### src/rtl/btpl_fifo.sv
module btpl_fifo #(
  parameter int unsigned WIDTH = 8,
  parameter int unsigned DEPTH = 2
) (
  input  logic             clk_i,
  input  logic             rst_ni,
  input  logic             push_i,
  input  logic [WIDTH-1:0] data_i,
  output logic             full_o,
  input  logic             pop_i,
  output logic [WIDTH-1:0] data_o,
  output logic             empty_o
);

  localparam int unsigned PTR_W = (DEPTH > 1) ? $clog2(DEPTH) : 1;
  localparam int unsigned CNT_W = $clog2(DEPTH + 1);

  logic [WIDTH-1:0] mem_q [DEPTH];
  logic [PTR_W-1:0] wr_ptr_q, wr_ptr_d, rd_ptr_q, rd_ptr_d;
  logic [CNT_W-1:0] cnt_q, cnt_d;
  logic             do_push, do_pop;

  assign full_o  = (cnt_q == CNT_W'(DEPTH));
  assign empty_o = (cnt_q == '0);
  assign do_push = push_i && !full_o;
  assign do_pop  = pop_i && !empty_o;
  assign data_o  = mem_q[rd_ptr_q];

  // Advance pointers and count
  always_comb begin
    wr_ptr_d = wr_ptr_q;
    rd_ptr_d = rd_ptr_q;
    cnt_d    = cnt_q;
    if (do_push) begin
      wr_ptr_d = (wr_ptr_q == PTR_W'(DEPTH - 1)) ? '0 : wr_ptr_q + PTR_W'(1);
    end
    if (do_pop) begin
      rd_ptr_d = (rd_ptr_q == PTR_W'(DEPTH - 1)) ? '0 : rd_ptr_q + PTR_W'(1);
    end
    if (do_push && !do_pop) begin
      cnt_d = cnt_q + CNT_W'(1);
    end else if (do_pop && !do_push) begin
      cnt_d = cnt_q - CNT_W'(1);
    end
  end

  always_ff @(posedge clk_i or negedge rst_ni) begin
    if (!rst_ni) begin
      wr_ptr_q <= '0;
      rd_ptr_q <= '0;
      cnt_q    <= '0;
    end else begin
      wr_ptr_q <= wr_ptr_d;
      rd_ptr_q <= rd_ptr_d;
      cnt_q    <= cnt_d;
    end
  end

  // Store the incoming word
  always_ff @(posedge clk_i) begin
    if (do_push) begin
      mem_q[wr_ptr_q] <= data_i;
    end
  end

endmodule

### config.mk
export PLATFORM = sky130hd
export DESIGN_NAME = btpl_fifo
export DESIGN_NICKNAME = d
export VERILOG_FILES = /design/src/rtl/btpl_fifo.sv
export SDC_FILE = /design/constraint.sdc
export NUM_CORES = 1
export LEC_CHECK = 0
export BUFFER_PORTS_ARGS = -buffer_cell sky130_fd_sc_hd__buf_2
export CAP_MARGIN = 20
export CORE_MARGIN = 3
export CORE_UTILIZATION = 50
export CTS_BUF_LIST = sky130_fd_sc_hd__clkbuf_2
export CTS_CLUSTER_SIZE = 12
export DETAILED_ROUTE_END_ITERATION = 8
export HOLD_SLACK_MARGIN = 0.08
export PLACE_DENSITY = 0.8
export SLEW_MARGIN = 10
export SYNTH_ARGS = -nofsm -noshare
export SYNTH_HDL_FRONTEND = slang
export SYNTH_SLANG_ARGS = --single-unit
export TNS_END_PERCENT = 30
### constraint.sdc
create_clock -name clk_i -period 1.8 [get_ports clk_i]
set_clock_uncertainty 0.15 [all_clocks]
set_input_delay 0.54 -clock clk_i [delete_from_list [all_inputs] [get_ports clk_i]]
set_output_delay 0.54 -clock clk_i [all_outputs]
set_load 0.02 [all_outputs]
==> metrics.yaml, run 1 <==
grt_overflow: 0
power_frac_clock_pct: 10.0
cp-start-kind: "flop"
synth_cell_types: 15
first_global_vias: 498
syn_area_sq_um: 782
leakagePower_nw: 0.465
max_slew.worst_pin.slew_ps: 391
io_buffers: 21
use_met3_pct: 5.14
violations: "setup timing"
switchingPower_mw: 0.609
initial_core_util_pct: 56.6
ioPinCount: 22
maxCapViolations: 0
htree_levels: 1
post-route-period-util_pct: 112
internal-power_mw: 1.20
dieWidth_microns: 45.5
drt-total-wl_microns: 1340
max_freq_ghz: 0.496
core-area_sq_um: 1380
syn_area_per_cell_sq_um: 17.8
clock_latency_ps: 290
postRouteAntennaNets: 0
dieArea_sq_um: 2070
hold_viol: 0
place.gp.congestion: 0.634
power_density_nw_per_um2: 1700
routedWlPerCell_microns: 15.3
setup_viol: 8
vias: 449
ys_warn_count: 0
critPathArrivalTime_ps: 1330
p_sw_share_pct: 33.7
syn2layout_area_growth_pct: 35.7
clock-sinks: 20
cts-root-buf: "clkbuf_2"
rrSetupSlack_ps: 180
drive_gt1_share_pct: 59.7
busiest_layer: "met2"
max_slew_margin_pct: 73.9
syn_nets: 57
worstPathRequired_ps: 1110
final_max_slew_viol_count: 0
cts_tree: "built"
vias_per_cell: 5.16
drtPass1Iterations: 4
grt_use_total_pct: 16.1
min_period_ps: 2020
hpwl_microns: 939
status: "finished with violations"
fillers: 92
grtUsageMet1_pct: 18.0
clk_pin_slew_ps: 170
clockBufferDepth: 2
fin_ws_ps: -216
seqCellArea_sq_um: 584
fin_util_pct: 76.7
n_antenna_cell: 0
pre_cts_slack_ps: 5.07
use_met2_pct: 29.5
grt_pass1_wl_microns: 2300
cp_max_fo: 5
hold_ws_ps: 268
seq_power_share_pct: 40.8
multiInputGateArea_sq_um: 226
rsz0062_at_grt: "true"
grt_antenna_before_repair: 0
worstSetupPathType: "flop to output port"
ys_ff_latch: 20
synthCells: 44
setup.worst_path.end_class: "output port"
grt_max_degree: 12
layout_common_cells: "edfxtp_1 (16), buf_2 (11), buf_6 (11)"
peakVddDrop_mv: 0.947
fp.dieH_microns: 45.5
hold_class: "input pin to flop"
seq_area_frac_synth_pct: 74.2
p_comb_share_pct: 49.1
drtIter0Drc: 4
cts_buffers: 3
drc: 0
row_count: 13
final_common_cell: "edfxtp_1"
fin_nets: 86
[power by group through the flow]
stage | Clock, mW | Sequential (mW) | Combinational [mW]
after floorplan | 0 | 0.705 | 0.446
after global placement | 0 | 0.752 | 0.552
after detailed placement | 0 | 0.761 | 0.571
after CTS | 0.184 | 0.730 | 0.886
after global routing | 0.210 | 0.759 | 0.944
final | 0.181 | 0.739 | 0.889
[critical path, stage by stage (launching register included)]
cell and delay, ps:
dfrtp_2 450, buf_6 140, mux2_4 300, buf_6 130
[state kept, by name (all words and copies together), names as in the netlist]
register,cells
wr_ptr_q,1
cnt_q,2
mem_q,16
rd_ptr_q,1
[synth_stat cells, drive strengths merged]
cell	count	share of area [%]
and3	1	0.80
buf	1	0.64
dfrtp	4	13
edfxtp	16	61
ha	1	1.6
inv	2	0.96
mux2	8	12
nand2	1	0.80
nand2b	1	0.80
nor2	3	1.4
o21ai	1	0.64
xnor2	3	4.3
xor2	2	2.2
[layer usage]
| metal | routed length [microns] | share of wire (%) |
|---|---|---|
| met2 | 754 | 56 |
| met4 | 0 | 0 |
| met5 | 0 | 0 |
| met3 | 84 | 6.3 |
| met1 | 497 | 37 |
[cells by family (layout without fill, tap and decap cells)]
logic type,Yosys count,in the layout,share of synthesized area [%]
flip-flops,20,20,74.2
adder cells (fa/ha/maj),1,1,1.60
AND/OR/NAND/NOR,6,6,3.84
XOR/XNOR,5,5,6.56
buffers and inverters,3,31,1.60
AO/OA/AOI/OAI,1,1,0.639
multiplexers,8,8,11.5
[what timing repair did]
action,4_1_cts,5_1_grt
setup endpoints to repair,9,10
hold endpoints to repair,4,0
setup buffers,2,0
gates resized for setup,31,4
hold buffers,1,0
[per-stage QoR]
step,area (sq um),setup TNS (ps),total power [mW],std cells
5_1_grt,1060,-2110,1.91,87
6_report,1060,-1640,1.81,87
3_5_place_dp,908,0,1.33,80
3_3_place_gp,908,0,1.30,80
4_1_cts,1050,-1610,1.80,87
2_1_floorplan,782,0,1.15,44
[worst paths after layout]
path                                      startpoint                    end  cells past startpoint
worst max-delay path            rd_ptr_q$_DFFE_PN0P_              data_o[4]                      3
worst max register to register  cnt_q[0]$_DFFE_PN0P_   cnt_q[1]$_DFFE_PN0P_                      6
worst min register to register  cnt_q[0]$_DFFE_PN0P_   cnt_q[0]$_DFFE_PN0P_                      1
max in group asynchronous                     rst_ni   rd_ptr_q$_DFFE_PN0P_                      2
worst min-delay path                       data_i[5]  mem_q[0][5]$_DFFE_PP_                      1
min in group asynchronous                     rst_ni   wr_ptr_q$_DFFE_PN0N_                      2
[layout make-up]
cell class	count	share of cell area (%)
timing repair buffer	25	19.2
sequential	20	55.1
clock buffer	4	1.89
tap	15	1.77
inverter	2	0.708
multi-input combinational	21	21.3
Power figures use the tool's default switching activity.
==> run 2: changes to the inputs <==
Settings changed: CORE_MARGIN 3 to 2, PLACE_DENSITY 0.8 to 0.81.
==> run 2 against run 1 <==
  * The run still ends with setup timing left
  * Clock-buffer cell count down 1
  * Cell count up 3.4%
  * Combinational power up 3.6%
  * Cell area up 4.5%
  * Largest cell class unchanged
==> metrics.yaml, run 2 (same netlist as run 1, synthesis figures left out) <==
worstPathRequired_ps: 1110
p_comb_share_pct: 46.2
power_density_nw_per_um2: 1800
reg.largest.list: "mem_q: 16 flops, cnt_q: 2 flops"
routedWlPerCell_microns: 15.1
p_sw_share_pct: 31.3
cp_max_fo: 4
initial_core_util_pct: 52.5
drive_gt1_share_pct: 62.2
drtPass1Iterations: 1
cp.buffers_inverters: 2
fin_ws_ps: -232
largest_reg_flops: 16
clock-sinks: 20
place.gp.congestion: 0.629
grt_antenna_before_repair: 0
clk_pin_slew_ps: 180
cts-root-buf: "clkbuf_2"
hold_class: "input pin to flop"
syn2layout_area_growth_pct: 41.8
max_freq_ghz: 0.492
drt-total-wl_microns: 1360
fin_total_pwr_mw: 1.99
clockBufferDepth: 2
row_count: 14
ioPinCount: 22
max_slew_margin_pct: 72.5
switchingPower_mw: 0.622
worstSetupPathType: "flop to output port"
final_common_cell: "edfxtp_1"
internal-power_mw: 1.37
fp.dieH_microns: 43.5
pre_cts_slack_ps: 17.9
first_global_vias: 453
vias_per_cell: 4.99
setup.worst_path.end_class: "output port"
fin_util_pct: 74.5
cts_buffers: 3
fillers: 91
layout_common_cells: "edfxtp_1 (16), buf_6 (13), buf_2 (11)"
grt_use_total_pct: 15.6
cp_cell_sequence: "buf_6 -> mux2_4 -> buf_6"
grt_overflow: 0
vias: 449
violations: "setup timing"
core-area_sq_um: 1490
n_antenna_cell: 0
peakVddDrop_mv: 0.960
max_slew.worst_pin.slew_ps: 413
maxCapViolations: 0
drtIter0Drc: 0
seq_power_share_pct: 37.6
clock_latency_ps: 300
fin_nets: 88
power_frac_clock_pct: 16.1
cp-start-kind: "flop"
cp_common_cell: "buf_6"
cts_tree: "built"
drc: 0
dieWidth_microns: 43.5
critPathArrivalTime_ps: 1340
final_max_slew_viol_count: 0
dieArea_sq_um: 1900
postRouteAntennaNets: 0
grt_pass1_wl_microns: 2010
grt_max_degree: 13
hold_viol: 0
hpwl_microns: 833
regMostFlops: "mem_q"
rsz0062_at_grt: "true"
crit_family: "flip-flops"
leakagePower_nw: 0.483
post-route-period-util_pct: 113
setup_viol: 8
multiInputGateArea_sq_um: 225
io_buffers: 21
seqCellArea_sq_um: 584
cpMaxStageDelayCell: "dfrtp_2"
htree_levels: 1
min_period_ps: 2030
status: "finished with violations"
critPathMaxStageDelay_ps: 470
-- run 2: path summary, 6_finish.rpt --
path | from | to | slack, ps | cells after the start
max | rd_ptr_q$_DFFE_PN0P_ | data_o[5] | -230 | 3
min | data_i[7] | mem_q[1][7]$_DFFE_PP_ | 260 | 1
max reg2reg | cnt_q[0]$_DFFE_PN0P_ | cnt_q[1]$_DFFE_PN0P_ | 220 | 6
min reg2reg | wr_ptr_q$_DFFE_PN0N_ | wr_ptr_q$_DFFE_PN0N_ | 380 | 1
max in group asynchronous | rst_ni | cnt_q[0]$_DFFE_PN0P_ | 930 | 2
min in group asynchronous | rst_ni | wr_ptr_q$_DFFE_PN0N_ | 430 | 2
-- run 2: final cells by class --
cell class              instances  share of cell area, %
clock inverters                 1                   2.71
repair buffers                 27                   20.4
clock buffers                   3                   1.35
well taps                      16                   1.81
inverters                       2                  0.677
multi-input cells              21                   20.3
flip-flops and latches         20                   52.7
-- run 2: worst register-to-register path, stage by stage, from the launching register on --
cell and delay (ps):
dfrtp_2 490, nand2b_4 170, nand2_2 100, inv_1 50, ha_1 300, nor2_1 130
xor2_1 140
-- run 2: routing by layer --
metal / up-vias / global-route usage, % / wire (microns)
met1: 217 / 18.8 / 557
li1: 217 / - / -
met3: 2 / 2.92 / 48
met4: 0 / 9.09 / 12
met2: 13 / 25.9 / 738
met5: - / 0 / 0
-- run 2: what timing repair did --
action,4_1_cts,5_1_grt
gates cloned,0,0
hold buffers,1,0
setup endpoints to repair,9,10
hold endpoints to repair,4,0
pin swaps,0,1
gates resized for setup,30,7
buffers inserted,3,1
-- run 2: through the flow --
stage | std cells | hold WS, ps | cell area, sq um | TNS [ps]
after detailed placement | 81 | 207 | 910 | 0
after floorplan | 44 | 94.4 | 782 | 0
after CTS | 89 | 238 | 1080 | -1910
final | 90 | 260 | 1110 | -1770
after global routing | 90 | 230 | 1110 | -2310
after global placement | 81 | 200 | 910 | 0
-- run 2: power by group through the flow --
stage	registers (mW)	logic (mW)	clock network, mW
after floorplan	0.705	0.446	0
after global placement	0.752	0.549	0
after detailed placement	0.760	0.563	0
after CTS	0.737	0.867	0.332
after global routing	0.762	0.974	0.344
final	0.749	0.921	0.321
==> run 3: changes to the inputs <==
Settings changed: CAP_MARGIN 20 to not set.
Clock period 1.8 ns to 2.31 ns, I/O delays scaled along.
==> run 3 against run 2 <==
  * The flow now finishes without violations
  * Total power decreased by 36%
  * Flip-flop and latch count unchanged
  * Die area unchanged
  * Sequential power down 22%
  * Critical path depth shrank 1
  * Cell count is 4.4% lower
  * Sequential share of layout area grew 7.5 points
  * Largest power group is now registers
==> metrics.yaml, run 3 (same netlist as run 1, synthesis figures left out) <==
status: "complete, no violations"
critPathCapture: "data_o[2]"
rsz0062_at_grt: "false"
leakagePower_nw: 0.409
layout_common_cells: "buf_2 (21), edfxtp_1 (16), mux2_1 (6)"
syn2layout_area_growth_pct: 23.5
maxCapViolations: 0
row_count: 14
instances_no_fill: 86
cp-start-kind: "flop"
post_cts_buffers: 0
io_buffers: 21
dieWidth_microns: 43.5
hpwl_microns: 817
route.layer.met1.wl_microns: 445
first_global_vias: 418
hold_viol: 0
hold_class: "flop to flop"
grt_use_total_pct: 14.4
finalSetupTns_ps: 0
ioPinCount: 22
met3_length_microns: 55
max_slew.worst_pin.slew_ps: 406
reg2regPathDepth: 6
postRouteAntennaNets: 0
wl_met2_microns: 613
worst_hold_path.num_cells: 1
clockBufferDepth: 2
r2r_end: "cnt_q[1]$_DFFE_PN0P_"
cts_tree: "built"
clk_pin_slew_ps: 190
rrSetupSlack_ps: 700
htree_levels: 1
max_freq_ghz: 0.454
reg.largest.list: "mem_q: 16 flops, cnt_q: 2 flops"
rr_startpoint: "cnt_q[0]$_DFFE_PN0P_"
worstPathRequired_ps: 1470
grt_max_degree: 13
drt-total-wl_microns: 1160
regMostFlops: "mem_q"
worstSetupPathType: "flop to output port"
drive_gt1_share_pct: 44.3
cpMaxStageDelayCell: "dfrtp_2"
vias: 435
final_max_slew_viol_count: 0
fp.dieH_microns: 43.5
routedWlPerCell_microns: 13.5
grt_overflow: 0
dieArea_sq_um: 1900
vias_per_cell: 5.06
initial_core_util_pct: 52.5
setup_viol: 0
grt_pass1_wl_microns: 1810
place.gp.congestion: 0.629
grt_antenna_before_repair: 0
peakVddDrop_mv: 0.604
clock-sinks: 20
critPathMaxStageDelay_ps: 530
cts-root-buf: "clkbuf_2"
largest_reg_flops: 16
clock_latency_ps: 310
drtIter0Drc: 4
dr.max_layer_used: "met4"
cts_buffers: 3
drtPass1Iterations: 4
fin_nets: 84
final_common_cell: "buf_2"
dpl.cell_count: 81
critPathArrivalTime_ps: 1360
setup.worst_path.end_class: "output port"
post-route-period-util_pct: 95.3
core-area_sq_um: 1490
min_period_ps: 2200
drc: 0
cp_cell_sequence: "mux2_2 -> buf_2"
cp_max_fo: 9
power_density_nw_per_um2: 1310
startpoint: "rd_ptr_q$_DFFE_PN0P_"
n_antenna_cell: 0
max_slew_margin_pct: 73.0
## run 3: cell types whose count changed in the layout (fill, tap and decap cells not counted)
cell      change
buf_6        -13
buf_2        +10
mux2_4        -7
mux2_1        +6
dfrtp_1       +2
dfrtp_2       -2
buf_4         -1
inv_1         +1
inv_2         -1
mux2_2        +1
nand2b_1      +1
nand2b_4      -1
nor2_1        +1
nor2_2        -1
## run 3: worst min-delay path by stage
| stage | startpoint | to | slack [ps] |
|---|---|---|---|
| 6_report | wr_ptr_q$_DFFE_PN0N_ | wr_ptr_q$_DFFE_PN0N_ | 390 |
| 3_3_place_gp | rst_ni | wr_ptr_q$_DFFE_PN0N_ | 350 |
| 4_1_cts | cnt_q[1]$_DFFE_PN0P_ | cnt_q[1]$_DFFE_PN0P_ | 390 |
| 2_1_floorplan | rst_ni | cnt_q[0]$_DFFE_PN0P_ | 250 |
| 3_5_place_dp | rst_ni | wr_ptr_q$_DFFE_PN0N_ | 360 |
| 5_1_grt | data_i[4] | mem_q[0][4]$_DFFE_PP_ | 380 |
## run 3: power by group
part,leakage (nW),switching [mW],internal [mW]
combinational,0.188,0.237,0.194
clock,0.0266,0.105,0.149
sequential,0.194,0.0787,0.505
## run 3: routing by layer
metal / vias up / global-route usage [%]
li1: 209 / -
met1: 203 / 14.6
met2: 19 / 25.0
met3: 4 / 2.50
met4: 0 / 12.7
met5: - / 0
## run 3: stage by stage
| step | power [mW] | hold slack (ps) | instance area, sq um | setup slack [ps] | utilization (%) |
|---|---|---|---|---|---|
| after global placement | 1.01 | 353 | 910 | 387 | 61.1 |
| after CTS | 1.29 | 386 | 966 | 81.4 | 64.9 |
| final | 1.27 | 386 | 966 | 108 | 64.9 |
| after detailed placement | 1.03 | 359 | 910 | 363 | 61.1 |
| after floorplan | 0.897 | 247 | 782 | 556 | - |
| after global routing | 1.34 | 379 | 966 | 48.0 | 64.9 |
## run 3: what timing repair did
action,in CTS,in global routing
setup endpoints to repair,8,0
hold buffers,1,0
endpoints found under the hold margin,4,0
gates resized for setup,1,0
## run 3: area by class of cell
cell class / instances / area [sq um]
Sequential cell: 20 / 582
Fill cell: 112 / 523
Multi-Input combinational cell: 21 / 189
Timing Repair Buffer: 23 / 123
Clock inverter: 1 / 30.0
Tap cell: 16 / 20.0
Clock buffer: 3 / 15.0
Inverter: 2 / 7.51
## run 3: critical path, delay by kind of cell, from the launching register on
| family | cells | cell delay [ps] |
|---|---|---|
| buffers and inverters | 1 | 160 |
| flip-flops | 1 | 530 |
| multiplexers | 1 | 360 |
