--- src/rtl/btpl_pkg.sv ---
package btpl_pkg;

  // Field widths of one word on either side
  localparam int unsigned ADDR_W     = 32;
  localparam int unsigned LEN_W      = 6;
  localparam int unsigned PORT_W     = 8;
  localparam int unsigned STATUS_W   = 2;
  localparam int unsigned PORT_EXT_W = 16;

  // Operation codes
  localparam logic OP_LOOKUP = 1'b0;
  localparam logic OP_INSERT = 1'b1;

  // Result status codes
  localparam logic [STATUS_W-1:0] ST_DONE = 2'd0;
  localparam logic [STATUS_W-1:0] ST_FULL = 2'd1;
  localparam logic [STATUS_W-1:0] ST_HIT  = 2'd2;
  localparam logic [STATUS_W-1:0] ST_MISS = 2'd3;

  // Classified command handed from the front to the engine
  typedef struct packed {
    logic              op;
    logic [ADDR_W-1:0] address;
    logic [LEN_W-1:0]  prefix_len;
    logic [PORT_W-1:0] port;
  } cmd_t;

  // Result word
  typedef struct packed {
    logic [STATUS_W-1:0] status;
    logic [PORT_W-1:0]   out_port;
    logic [LEN_W-1:0]    match_len;
  } res_t;

endpackage

--- src/rtl/btpl_fifo.sv ---
module btpl_fifo #(
  parameter int unsigned WIDTH = 8,
  parameter int unsigned DEPTH = 2
) (
  input  logic             clk_i,
  input  logic             rst_ni,
  input  logic             push_i,
  input  logic [WIDTH-1:0] data_i,
  output logic             full_o,
  input  logic             pop_i,
  output logic [WIDTH-1:0] data_o,
  output logic             empty_o
);

  localparam int unsigned PTR_W = (DEPTH > 1) ? $clog2(DEPTH) : 1;
  localparam int unsigned CNT_W = $clog2(DEPTH + 1);

  logic [WIDTH-1:0] mem_q [DEPTH];
  logic [PTR_W-1:0] wr_ptr_q, wr_ptr_d, rd_ptr_q, rd_ptr_d;
  logic [CNT_W-1:0] cnt_q, cnt_d;
  logic             do_push, do_pop;

  assign full_o  = (cnt_q == CNT_W'(DEPTH));
  assign empty_o = (cnt_q == '0);
  assign do_push = push_i && !full_o;
  assign do_pop  = pop_i && !empty_o;
  assign data_o  = mem_q[rd_ptr_q];

  // Advance pointers and count
  always_comb begin
    wr_ptr_d = wr_ptr_q;
    rd_ptr_d = rd_ptr_q;
    cnt_d    = cnt_q;
    if (do_push) begin
      wr_ptr_d = (wr_ptr_q == PTR_W'(DEPTH - 1)) ? '0 : wr_ptr_q + PTR_W'(1);
    end
    if (do_pop) begin
      rd_ptr_d = (rd_ptr_q == PTR_W'(DEPTH - 1)) ? '0 : rd_ptr_q + PTR_W'(1);
    end
    if (do_push && !do_pop) begin
      cnt_d = cnt_q + CNT_W'(1);
    end else if (do_pop && !do_push) begin
      cnt_d = cnt_q - CNT_W'(1);
    end
  end

  always_ff @(posedge clk_i or negedge rst_ni) begin
    if (!rst_ni) begin
      wr_ptr_q <= '0;
      rd_ptr_q <= '0;
      cnt_q    <= '0;
    end else begin
      wr_ptr_q <= wr_ptr_d;
      rd_ptr_q <= rd_ptr_d;
      cnt_q    <= cnt_d;
    end
  end

  // Store the incoming word
  always_ff @(posedge clk_i) begin
    if (do_push) begin
      mem_q[wr_ptr_q] <= data_i;
    end
  end

endmodule

--- src/rtl/btpl_front.sv ---
module btpl_front
  import btpl_pkg::*;
(
  input  logic              clk_i,
  input  logic              rst_ni,
  input  logic              push,
  output logic              full,
  input  logic              op_i,
  input  logic [ADDR_W-1:0] address_i,
  input  logic [LEN_W-1:0]  prefix_len_i,
  input  logic [PORT_W-1:0] port_i,
  output logic              cmd_valid_o,
  output cmd_t              cmd_o,
  input  logic              cmd_pop_i
);

  cmd_t cmd_in;
  logic cmd_empty;

  // Classify: clamp an over-long prefix to the full address width
  always_comb begin
    cmd_in.op         = op_i;
    cmd_in.address    = address_i;
    cmd_in.port       = port_i;
    cmd_in.prefix_len = (prefix_len_i > LEN_W'(ADDR_W)) ? LEN_W'(ADDR_W) : prefix_len_i;
  end

  // Short command queue toward the engine
  btpl_fifo #(
    .WIDTH ($bits(cmd_t)),
    .DEPTH (2)
  ) u_cmd_fifo (
    .clk_i   (clk_i),
    .rst_ni  (rst_ni),
    .push_i  (push),
    .data_i  (cmd_in),
    .full_o  (full),
    .pop_i   (cmd_pop_i),
    .data_o  (cmd_o),
    .empty_o (cmd_empty)
  );

  assign cmd_valid_o = !cmd_empty;

endmodule

--- config.mk ---
export PLATFORM = sky130hd
export DESIGN_NAME = btpl_front
export DESIGN_NICKNAME = d
export VERILOG_FILES = /design/src/rtl/btpl_pkg.sv /design/src/rtl/btpl_fifo.sv /design/src/rtl/btpl_front.sv
export SDC_FILE = /design/constraint.sdc
export NUM_CORES = 1
export LEC_CHECK = 0
export BUFFER_PORTS_ARGS = -buffer_cell sky130_fd_sc_hd__buf_2
export CORE_ASPECT_RATIO = 1.5
export CORE_MARGIN = 2
export CORE_UTILIZATION = 30
export CTS_BUF_LIST = sky130_fd_sc_hd__clkbuf_8
export DETAILED_ROUTE_END_ITERATION = 8
export GPL_TIMING_DRIVEN = 0
export PLACE_DENSITY = 0.58
export REMOVE_ABC_BUFFERS = 1
export SYNTH_ARGS = -nofsm -noshare
export SYNTH_HDL_FRONTEND = slang
export SYNTH_SLANG_ARGS = --single-unit
export TNS_END_PERCENT = 50
--- constraint.sdc ---
create_clock -name clk_i -period 7.2 [get_ports clk_i]
set_input_delay 0.36 -clock clk_i [delete_from_list [all_inputs] [get_ports clk_i]]
set_output_delay 0.36 -clock clk_i [all_outputs]
set_load 0.1 [all_outputs]
==> metrics.txt, run 1 <==
# TYPE chip_impl_metric gauge
chip_impl_metric{name="die_area",unit="um2"} 13300
chip_impl_metric{name="clk_path_buf_depth",unit=""} 2
chip_impl_metric{name="dieHeight",unit="um"} 140
chip_impl_metric{name="syn_avg_cell_area",unit="um2"} 21.7
chip_impl_info{name="tritoncts",value="built"} 1
chip_impl_metric{name="slew_viol_final",unit=""} 0
chip_impl_metric{name="drt_iter0_markers",unit=""} 61
chip_impl_metric{name="io_buffers",unit=""} 99
chip_impl_metric{name="ant_nets",unit=""} 0
chip_impl_info{name="setup_repair_after_global_routing_missed_its_margin",value="false"} 1
chip_impl_metric{name="timing.final.crit_period",unit="ns"} 2.47
chip_impl_metric{name="slew_headroom",unit=""} 0.512
chip_impl_metric{name="cts_htree_levels",unit=""} 3
chip_impl_metric{name="grt_max_degree",unit=""} 27
chip_impl_metric{name="clk_latency",unit="ns"} 0.35
chip_impl_metric{name="final_area",unit="um2"} 4620
chip_impl_metric{name="post_cts_sizing_count",unit=""} 0
chip_impl_metric{name="cell_variety_after_synth",unit=""} 17
chip_impl_metric{name="grt_util_all_layers",unit=""} 0.100
chip_impl_metric{name="initial_utilization",unit=""} 0.308
chip_impl_metric{name="drive_gt1_frac",unit=""} 0.588
chip_impl_metric{name="final.setup_skew",unit="ns"} 0.00780
chip_impl_metric{name="dpl.hpwl",unit="um"} 4400
chip_impl_metric{name="dpl_cell_area",unit="um2"} 4410
chip_impl_metric{name="total_setup_buffers_inserted_after_cts",unit=""} 0
chip_impl_metric{name="post_synth_inst_count",unit=""} 171
chip_impl_info{name="run_status",value="finished clean"} 1
chip_impl_metric{name="mappedNetlistArea",unit="um2"} 3700
chip_impl_metric{name="first_global_vias",unit=""} 2008
chip_impl_metric{name="yosys_register_bits",unit=""} 98
chip_impl_metric{name="period_share",unit=""} 0.343
chip_impl_metric{name="layout.nets",unit=""} 331
chip_impl_metric{name="cp_data_required_time",unit="ns"} 6.84
chip_impl_info{name="leading_cell_type_in_the_layout_fill_and_taps_excluded",value="buf_2"} 1
chip_impl_metric{name="area_overhead_vs_synth",unit="%"} 24.7
chip_impl_metric{name="postRouteWirelength",unit="um"} 6290
chip_impl_metric{name="vias_per_cell",unit=""} 4.22
chip_impl_metric{name="wl_per_cell",unit="um"} 14.4
chip_impl_info{name="most-common-layout-cells",value="buf_2 (99), edfxtp_1 (94), mux2_2 (27), mux2_4 (20), clkbuf_8 (9)"} 1
chip_impl_metric{name="rows",unit=""} 49
chip_impl_metric{name="fin_setup_tns",unit="ns"} 0
chip_impl_metric{name="grt_remaining_overflow",unit=""} 0
chip_impl_metric{name="dieWidth",unit="um"} 94.7
chip_impl_metric{name="critical_path_peak_fanout",unit=""} 26
chip_impl_metric{name="synth_seq_area_share",unit=""} 0.789
chip_impl_metric{name="critPathArrivalTime",unit="ns"} 2.11
chip_impl_metric{name="io-pin-count",unit=""} 100
chip_impl_metric{name="clock_sinks",unit=""} 98
chip_impl_metric{name="final_critical_path_setup_slack",unit="ns"} 4.73
chip_impl_metric{name="worst-slew-pin-transition",unit="ns"} 0.730
chip_impl_metric{name="drt_drc_violations_left",unit=""} 0
chip_impl_metric{name="cap_violations",unit=""} 0
chip_impl_metric{name="cts_inserted_buffers",unit=""} 9
chip_impl_metric{name="final_core_utilization",unit=""} 0.384
chip_impl_info{name="clock_tree.root_cell",value="clkbuf_8"} 1
chip_impl_info{name="critical_path_class",value="reg2out"} 1
chip_impl_metric{name="endpoints_failing_setup",unit=""} 0
chip_impl_metric{name="gp_congestion",unit=""} 0.638
chip_impl_metric{name="grt_first_pass_wirelength",unit="um"} 9840
chip_impl_metric{name="dp_slack",unit="ns"} 5.08
chip_impl_info{name="timing.critical_path.to_type",value="output port"} 1
chip_impl_metric{name="number_of_antenna_violations_at_the_first_check_in_global_routing",unit=""} 2
chip_impl_metric{name="clk_pin_slew_worst_paths",unit="ns"} 0.09
chip_impl_metric{name="core_footprint",unit="um2"} 12000
chip_impl_info{name="worst_setup_path_start_kind",value="flop"} 1
chip_impl_metric{name="timing_hold_violations_final",unit=""} 0
chip_impl_metric{name="achievable_frequency",unit="GHz"} 0.405
chip_impl_info{name="worst_hold_path_class",value="in2reg"} 1
chip_impl_metric{name="first_pass_iters",unit=""} 4
chip_impl_metric{name="synth_warnings",unit=""} 0
chip_impl_metric{name="num_vias",unit=""} 1848
sequential cells by signal, indices dropped and copies added, names as in the netlist:
signal	flops
u_cmd_fifo.cnt_q	2
u_cmd_fifo.mem_q	94
u_cmd_fifo.rd_ptr_q	1
u_cmd_fifo.wr_ptr_q	1
metrics by stage:
| step | hold WS [ns] | cells |
|---|---|---|
| 2_1_floorplan | 0.0644 | 165 |
| 3_3_place_gp | 0.171 | 417 |
| 3_5_place_dp | 0.175 | 420 |
| 4_1_cts | 0.161 | 437 |
| 5_1_grt | 0.165 | 437 |
| 6_report | 0.190 | 438 |
critical path: stages, from the launching register on:
cell and delay, ns:
dfrtp_2 0.79, buf_12 0.28, mux2_2 0.36, buf_2 0.29
worst paths after layout:
kind / slack, ns / start / cells after the start / end
setup / recovery: 4.73 / u_cmd_fifo.rd_ptr_q / 3 / cmd_o[13]
hold / removal: 0.19 / address_i[26] / 1 / u_cmd_fifo.mem_q[1][40]
setup reg to reg: 5.31 / u_cmd_fifo.cnt_q[0] / 4 / u_cmd_fifo.mem_q[0][41]
hold reg to reg: 0.51 / u_cmd_fifo.cnt_q[1] / 1 / u_cmd_fifo.cnt_q[1]
max in group asynchronous: 6.74 / rst_ni / 2 / u_cmd_fifo.rd_ptr_q
min in group asynchronous: 0.33 / rst_ni / 2 / u_cmd_fifo.cnt_q[1]
area by class of cell:
class                   count  area, um2
fillers                  1162       7400
repair buffers            103        566
multi-input cells          65        734
well taps                 153        191
flip-flops and latches     98       2920
inverters                   2       7.51
clock buffers               9        124
clock inverters             7       67.6
diodes                      1       2.50
cells in the mapped netlist:
master    number  share of area
and3_1         1         0.0017
buf_2          2         0.0027
buf_6          3         0.0091
clkbuf_1       1         0.0010
dfrtp_1        4          0.027
edfxtp_1      94           0.76
ha_1           1         0.0034
inv_1          2         0.0020
mux2_2        27          0.082
mux2_4        20          0.081
nand2_1        2         0.0020
nand2b_1       1         0.0017
nor2_1         2         0.0020
nor2b_1        5         0.0084
or2_2          1         0.0017
xnor2_1        3         0.0071
xor2_1         2         0.0047
logic make-up after synthesis:
kind of cell,synth area share
DFF,0.789
muxes,0.163
and+or+nand+nor,0.0176
buffers and inverters,0.0149
xor gates and xnor gates,0.0118
adders and majority gates,0.00338
per-layer routing:
layer | up-vias | track usage | part of all wire | wire (um)
met5 | - | 0 | 0.0021 | 13
met4 | 2 | 0.0542 | 0.021 | 134
met3 | 9 | 0.0290 | 0.051 | 320
met2 | 53 | 0.178 | 0.56 | 3520
met1 | 913 | 0.103 | 0.37 | 2300
li1 | 871 | - | - | -
timing repair:
item	CTS	global route
setup endpoints to repair	0	0
hold buffers	1	0
hold endpoints to repair	4	0
Power of run 1 is left out: the tool's default activity adds up to more than one toggle a clock period on the data nets, which glitch-free logic cannot reach.
==> run 2: changes to the inputs <==
Clock period 7.2 ns to 2.34 ns, I/O delays scaled along.
==> run 2 against run 1 <==
Die area did not move; routed wire length rose by 4.0%; design area rose by 8.9%; critical path depth did not move; final cell count rose by 9.4%; via count rose by 9.3%; global-route usage rose by 0.28 points; register-to-register slack got worse by 4.9 ns; clock skew fell by 0.0014 ns.
==> metrics.txt, run 2 (synthesized netlist as in run 1, its figures left out) <==
# TYPE chip_impl_metric gauge
chip_impl_metric{name="clock_sinks",unit=""} 98
chip_impl_info{name="crit_chain",value="buf_12 -> mux2_2 -> buf_2"} 1
chip_impl_metric{name="period_share",unit=""} 0.899
chip_impl_info{name="timing.critical_path.max_delay_family",value="flip-flops"} 1
chip_impl_metric{name="cts_htree_levels",unit=""} 3
chip_impl_info{name="registers_with_the_most_flip_flops",value="u_cmd_fifo.mem_q (94), u_cmd_fifo.cnt_q (2)"} 1
chip_impl_info{name="tritoncts",value="built"} 1
chip_impl_metric{name="largest_register_ffs",unit=""} 94
chip_impl_metric{name="first_global_vias",unit=""} 2134
chip_impl_info{name="leading_cell_type_in_the_layout_fill_and_taps_excluded",value="buf_2"} 1
chip_impl_info{name="run_status",value="finished clean"} 1
chip_impl_metric{name="io-pin-count",unit=""} 100
chip_impl_metric{name="critPathArrivalTime",unit="ns"} 1.99
chip_impl_metric{name="dpl.hpwl",unit="um"} 4400
chip_impl_metric{name="drive_gt1_frac",unit=""} 0.514
chip_impl_metric{name="timing_hold_violations_final",unit=""} 0
chip_impl_info{name="timing.critical_path.to_type",value="output port"} 1
chip_impl_metric{name="critPathMaxStageDelay",unit="ns"} 0.68
chip_impl_metric{name="dpl_cell_area",unit="um2"} 4410
chip_impl_metric{name="number_of_antenna_violations_at_the_first_check_in_global_routing",unit=""} 1
chip_impl_info{name="crit_path_top_delay_cell",value="dfrtp_4"} 1
chip_impl_metric{name="fin_setup_tns",unit="ns"} 0
chip_impl_metric{name="critical_path_peak_fanout",unit=""} 26
chip_impl_metric{name="grt_max_degree",unit=""} 27
chip_impl_metric{name="worst-slew-pin-transition",unit="ns"} 0.743
chip_impl_metric{name="total_setup_buffers_inserted_after_cts",unit=""} 0
chip_impl_metric{name="num_vias",unit=""} 2020
chip_impl_metric{name="slew_headroom",unit=""} 0.503
chip_impl_metric{name="slew_viol_final",unit=""} 0
chip_impl_metric{name="cp_data_required_time",unit="ns"} 2.22
chip_impl_metric{name="core_footprint",unit="um2"} 12000
chip_impl_metric{name="dieHeight",unit="um"} 140
chip_impl_metric{name="grt_remaining_overflow",unit=""} 0
chip_impl_metric{name="drt_drc_violations_left",unit=""} 0
chip_impl_metric{name="filler_cell_count",unit=""} 1131
chip_impl_metric{name="gp_congestion",unit=""} 0.638
chip_impl_metric{name="area_overhead_vs_synth",unit="%"} 35.8
chip_impl_metric{name="critical_path.n_buffers_inverters",unit=""} 2
chip_impl_metric{name="endpoints_failing_setup",unit=""} 0
chip_impl_metric{name="clk_path_buf_depth",unit=""} 2
chip_impl_info{name="setup_repair_after_global_routing_missed_its_margin",value="false"} 1
chip_impl_info{name="most-common-layout-cells",value="buf_2 (99), edfxtp_1 (94), dlygate4sd3_1 (42), mux2_2 (27), mux2_4 (20)"} 1
chip_impl_metric{name="achievable_frequency",unit="GHz"} 0.475
chip_impl_metric{name="grt_first_pass_wirelength",unit="um"} 10200
chip_impl_metric{name="die_area",unit="um2"} 13300
chip_impl_metric{name="vias_per_cell",unit=""} 4.22
chip_impl_metric{name="rows",unit=""} 49
chip_impl_metric{name="layout.nets",unit=""} 372
chip_impl_metric{name="ant_nets",unit=""} 0
chip_impl_metric{name="clk_latency",unit="ns"} 0.35
chip_impl_metric{name="cap_violations",unit=""} 0
chip_impl_metric{name="initial_utilization",unit=""} 0.308
chip_impl_info{name="worst_hold_path_class",value="in2reg"} 1
chip_impl_metric{name="dieWidth",unit="um"} 94.7
chip_impl_metric{name="cts_inserted_buffers",unit=""} 9
chip_impl_metric{name="final_area",unit="um2"} 5030
chip_impl_info{name="worst_setup_path_start_kind",value="flop"} 1
chip_impl_metric{name="grt_util_all_layers",unit=""} 0.103
chip_impl_metric{name="clk_pin_slew_worst_paths",unit="ns"} 0.09
chip_impl_metric{name="first_pass_iters",unit=""} 4
chip_impl_info{name="clock_tree.root_cell",value="clkbuf_8"} 1
chip_impl_metric{name="final.setup_skew",unit="ns"} 0.00638
chip_impl_metric{name="drt_iter0_markers",unit=""} 63
chip_impl_metric{name="wl_per_cell",unit="um"} 13.6
chip_impl_metric{name="io_buffers",unit=""} 99
chip_impl_metric{name="postRouteWirelength",unit="um"} 6540
chip_impl_info{name="registers.top_by_ff_count",value="u_cmd_fifo.mem_q"} 1
chip_impl_info{name="critical_path_class",value="reg2out"} 1
chip_impl_metric{name="timing.final.crit_period",unit="ns"} 2.10
## run 2: changes by cell type in the layout (fill, tap and decap cells not counted), sizes merged
cell | before | now
dlygate4sd3 | 1 | 42
## run 2: path summary, 6_finish.rpt
path                                      from                      end  slack, ns  depth (start not counted)
min                            prefix_len_i[5]  u_cmd_fifo.mem_q[0][13]       0.04                          1
min reg2reg                u_cmd_fifo.cnt_q[1]      u_cmd_fifo.cnt_q[1]       0.51                          1
max reg2reg                u_cmd_fifo.cnt_q[0]  u_cmd_fifo.mem_q[0][31]       0.44                          4
max in group asynchronous               rst_ni      u_cmd_fifo.rd_ptr_q       2.11                          2
min in group asynchronous               rst_ni      u_cmd_fifo.rd_ptr_q       0.09                          2
max                        u_cmd_fifo.rd_ptr_q                cmd_o[31]       0.24                          3
## run 2: worst register-to-register path: stages (launching register included)
cell and delay, ns:
dfrtp_1 0.41, nand2b_1 0.17, nand2_1 0.15, nor2_4 0.60, buf_12 0.27
## run 2: cell type report
type                            instances  area, um2  share of cell area
Clock inverter                          7       67.6              0.0134
Tap cell                              153        191              0.0381
Inverter                                2       7.51             0.00149
Timing Repair Buffer                  144        976               0.194
Multi-Input combinational cell         65        734               0.146
Sequential cell                        98       2930               0.582
Clock buffer                            9        124              0.0246
Antenna cell                            1       2.50            0.000498
## run 2: layer usage
layer | share of wire | GRT usage | vias up
li1 | - | - | 957
met1 | 0.38 | 0.109 | 1002
met2 | 0.55 | 0.184 | 54
met3 | 0.043 | 0.0231 | 7
met4 | 0.023 | 0.0564 | 0
met5 | 0 | 0 | -
## run 2: timing repair
action / 4_1_cts / 5_1_grt
hold endpoints to repair: 86 / 0
gates resized for setup: 0 / 1
endpoints found under the setup margin: 0 / 12
hold buffers: 42 / 0
## run 2: through the flow
| step | setup WS, ns | hold WS (ns) | utilization | instances |
|---|---|---|---|---|
| 2_1_floorplan | -0.709 | -0.179 | - | 165 |
| 3_3_place_gp | -1.95 | -0.0721 | 0.361 | 417 |
| 3_5_place_dp | 0.417 | -0.0677 | 0.367 | 420 |
| 4_1_cts | 0.0482 | 0.0138 | 0.418 | 478 |
| 5_1_grt | 0.136 | 0.0229 | 0.419 | 479 |
| 6_report | 0.237 | 0.0437 | 0.419 | 479 |
Power of run 2 is left out for the same reason.
==> run 3: changes to the inputs <==
Settings changed: CORE_UTILIZATION 30 to 54, PLACE_DENSITY 0.58 to 0.89.
==> run 3 against run 2 <==
Worst hold slack got worse by 0.0085 ns; design area fell by 0.97%; worst setup slack got worse by 0.012 ns; critical path depth did not move; highest routed layer unchanged; largest cell class unchanged; critical path type unchanged; global-route usage rose by 8.7 points.
==> metrics.txt, run 3 (synthesized netlist as in run 1, its figures left out) <==
# TYPE chip_impl_metric gauge
chip_impl_metric{name="dieHeight",unit="um"} 105
chip_impl_metric{name="ant_nets",unit=""} 0
chip_impl_metric{name="insertedDiodeCount",unit=""} 0
chip_impl_metric{name="critPathArrivalTime",unit="ns"} 2.00
chip_impl_metric{name="count_of_non_filler_cells_in_the_finished_layout",unit=""} 403
chip_impl_metric{name="final_area",unit="um2"} 4980
chip_impl_metric{name="achievable_frequency",unit="GHz"} 0.473
chip_impl_metric{name="drt_iter0_markers",unit=""} 116
chip_impl_metric{name="period_share",unit=""} 0.904
chip_impl_metric{name="first_global_vias",unit=""} 2099
chip_impl_metric{name="cts_inserted_buffers",unit=""} 9
chip_impl_info{name="most-common-layout-cells",value="buf_2 (99), edfxtp_1 (94), dlygate4sd3_1 (42), mux2_2 (27), mux2_4 (20)"} 1
chip_impl_metric{name="num_vias",unit=""} 2004
chip_impl_info{name="run_status",value="finished clean"} 1
chip_impl_metric{name="grt_first_pass_wirelength",unit="um"} 10400
chip_impl_metric{name="dieWidth",unit="um"} 71.6
chip_impl_metric{name="largest_register_ffs",unit=""} 94
chip_impl_metric{name="grt_util_all_layers",unit=""} 0.190
chip_impl_info{name="clock_tree.root_cell",value="clkbuf_8"} 1
chip_impl_metric{name="area_overhead_vs_synth",unit="%"} 34.5
chip_impl_metric{name="io_buffers",unit=""} 99
chip_impl_metric{name="vias_per_cell",unit=""} 4.97
chip_impl_metric{name="fin_setup_tns",unit="ns"} 0
chip_impl_metric{name="post_cts_sizing_count",unit=""} 0
chip_impl_metric{name="clk_latency",unit="ns"} 0.36
chip_impl_metric{name="initial_utilization",unit=""} 0.548
chip_impl_metric{name="gp_congestion",unit=""} 0.691
chip_impl_metric{name="final_critical_path_setup_slack",unit="ns"} 0.225
chip_impl_metric{name="die_area",unit="um2"} 7550
chip_impl_metric{name="core_footprint",unit="um2"} 6760
chip_impl_metric{name="clk_pin_slew_worst_paths",unit="ns"} 0.09
chip_impl_metric{name="drt_drc_violations_left",unit=""} 0
chip_impl_metric{name="filler_cell_count",unit=""} 408
chip_impl_info{name="setup_repair_after_global_routing_missed_its_margin",value="false"} 1
chip_impl_info{name="registers.top_by_ff_count",value="u_cmd_fifo.mem_q"} 1
chip_impl_metric{name="cts_htree_levels",unit=""} 3
chip_impl_info{name="crit_path_top_delay_cell",value="dfrtp_2"} 1
chip_impl_metric{name="grt_max_degree",unit=""} 31
chip_impl_metric{name="grt_remaining_overflow",unit=""} 0
chip_impl_metric{name="number_of_antenna_violations_at_the_first_check_in_global_routing",unit=""} 0
chip_impl_metric{name="endpoints_failing_setup",unit=""} 0
chip_impl_metric{name="dpl_cell_area",unit="um2"} 4330
chip_impl_metric{name="drive_gt1_frac",unit=""} 0.514
chip_impl_metric{name="worst-slew-pin-transition",unit="ns"} 0.723
chip_impl_metric{name="timing_hold_violations_final",unit=""} 0
chip_impl_info{name="registers_with_the_most_flip_flops",value="u_cmd_fifo.mem_q (94), u_cmd_fifo.cnt_q (2)"} 1
chip_impl_metric{name="first_pass_iters",unit=""} 4
chip_impl_metric{name="critical_path_peak_fanout",unit=""} 30
chip_impl_metric{name="io-pin-count",unit=""} 100
chip_impl_metric{name="final.setup_skew",unit="ns"} 0.00758
chip_impl_metric{name="rows",unit=""} 37
chip_impl_metric{name="clk_path_buf_depth",unit=""} 2
chip_impl_metric{name="dp_slack",unit="ns"} 0.455
chip_impl_metric{name="cp_data_required_time",unit="ns"} 2.22
chip_impl_info{name="timing.critical_path.to_type",value="output port"} 1
chip_impl_info{name="worst_hold_path_class",value="in2reg"} 1
chip_impl_metric{name="cap_violations",unit=""} 0
chip_impl_metric{name="clock_sinks",unit=""} 98
chip_impl_info{name="worst_setup_path_start_kind",value="flop"} 1
chip_impl_metric{name="slew_viol_final",unit=""} 0
chip_impl_metric{name="timing.final.crit_period",unit="ns"} 2.12
chip_impl_info{name="tritoncts",value="built"} 1
chip_impl_metric{name="postRouteWirelength",unit="um"} 6870
chip_impl_metric{name="place_inst",unit=""} 345
chip_impl_metric{name="dpl.hpwl",unit="um"} 4180
chip_impl_info{name="crit_chain",value="buf_12 -> mux2_2 -> buf_2"} 1
chip_impl_info{name="critical_path_class",value="reg2out"} 1
chip_impl_info{name="leading_cell_type_in_the_layout_fill_and_taps_excluded",value="buf_2"} 1
chip_impl_metric{name="wl_per_cell",unit="um"} 17.0
chip_impl_metric{name="layout.nets",unit=""} 372
chip_impl_metric{name="critPathMaxStageDelay",unit="ns"} 0.68
chip_impl_metric{name="slew_headroom",unit=""} 0.517
run 3: critical path: cells and delay by family, from the launching register on:
kind,cells,cell delay [ns]
buffers and inverters,2,0.58
muxes,1,0.37
DFF,1,0.68
run 3: timing repair:
action | in CTS | in global routing
hold endpoints to repair | 86 | 0
buffers inserted | 0 | 0
setup endpoints to repair | 0 | 0
hold buffers | 42 | 0
run 3: path summary, 6_finish.rpt:
path	startpoint	to	slack [ns]	cells past startpoint
min in group asynchronous	rst_ni	u_cmd_fifo.cnt_q[1]	0.10	2
hold / removal	prefix_len_i[5]	u_cmd_fifo.mem_q[1][13]	0.04	1
setup / recovery	u_cmd_fifo.rd_ptr_q	cmd_o[20]	0.22	3
max in group asynchronous	rst_ni	u_cmd_fifo.rd_ptr_q	2.10	2
setup reg to reg	u_cmd_fifo.cnt_q[0]	u_cmd_fifo.mem_q[0][7]	0.47	4
hold reg to reg	u_cmd_fifo.cnt_q[1]	u_cmd_fifo.cnt_q[1]	0.52	1
run 3: stage by stage:
stage | hold slack (ns) | utilization
2_1_floorplan | -0.179 | -
3_3_place_gp | -0.0771 | 0.629
3_5_place_dp | -0.0724 | 0.640
4_1_cts | 0.00992 | 0.737
5_1_grt | 0.0377 | 0.737
6_report | 0.0352 | 0.737
run 3: area by class of cell:
type / count / area [um2] / share of cell area
clock buffers: 9 / 124 / 0.0249
repair buffers: 144 / 983 / 0.197
multi-input cells: 65 / 734 / 0.147
flip-flops and latches: 98 / 2920 / 0.587
clock inverters: 7 / 110 / 0.0221
inverters: 2 / 7.51 / 0.00151
well taps: 78 / 97.6 / 0.0196
run 3: metal layers:
| layer | share of wire | wire, um | vias up | global-route usage |
|---|---|---|---|---|
| met1 | 0.36 | 2490 | 993 | 0.196 |
| met2 | 0.57 | 3950 | 52 | 0.347 |
| met3 | 0.043 | 297 | 8 | 0.0526 |
| li1 | - | - | 951 | - |
| met5 | 0 | 0 | - | 0 |
| met4 | 0.019 | 130 | 0 | 0.0876 |
Power of run 3 is left out for the same reason.
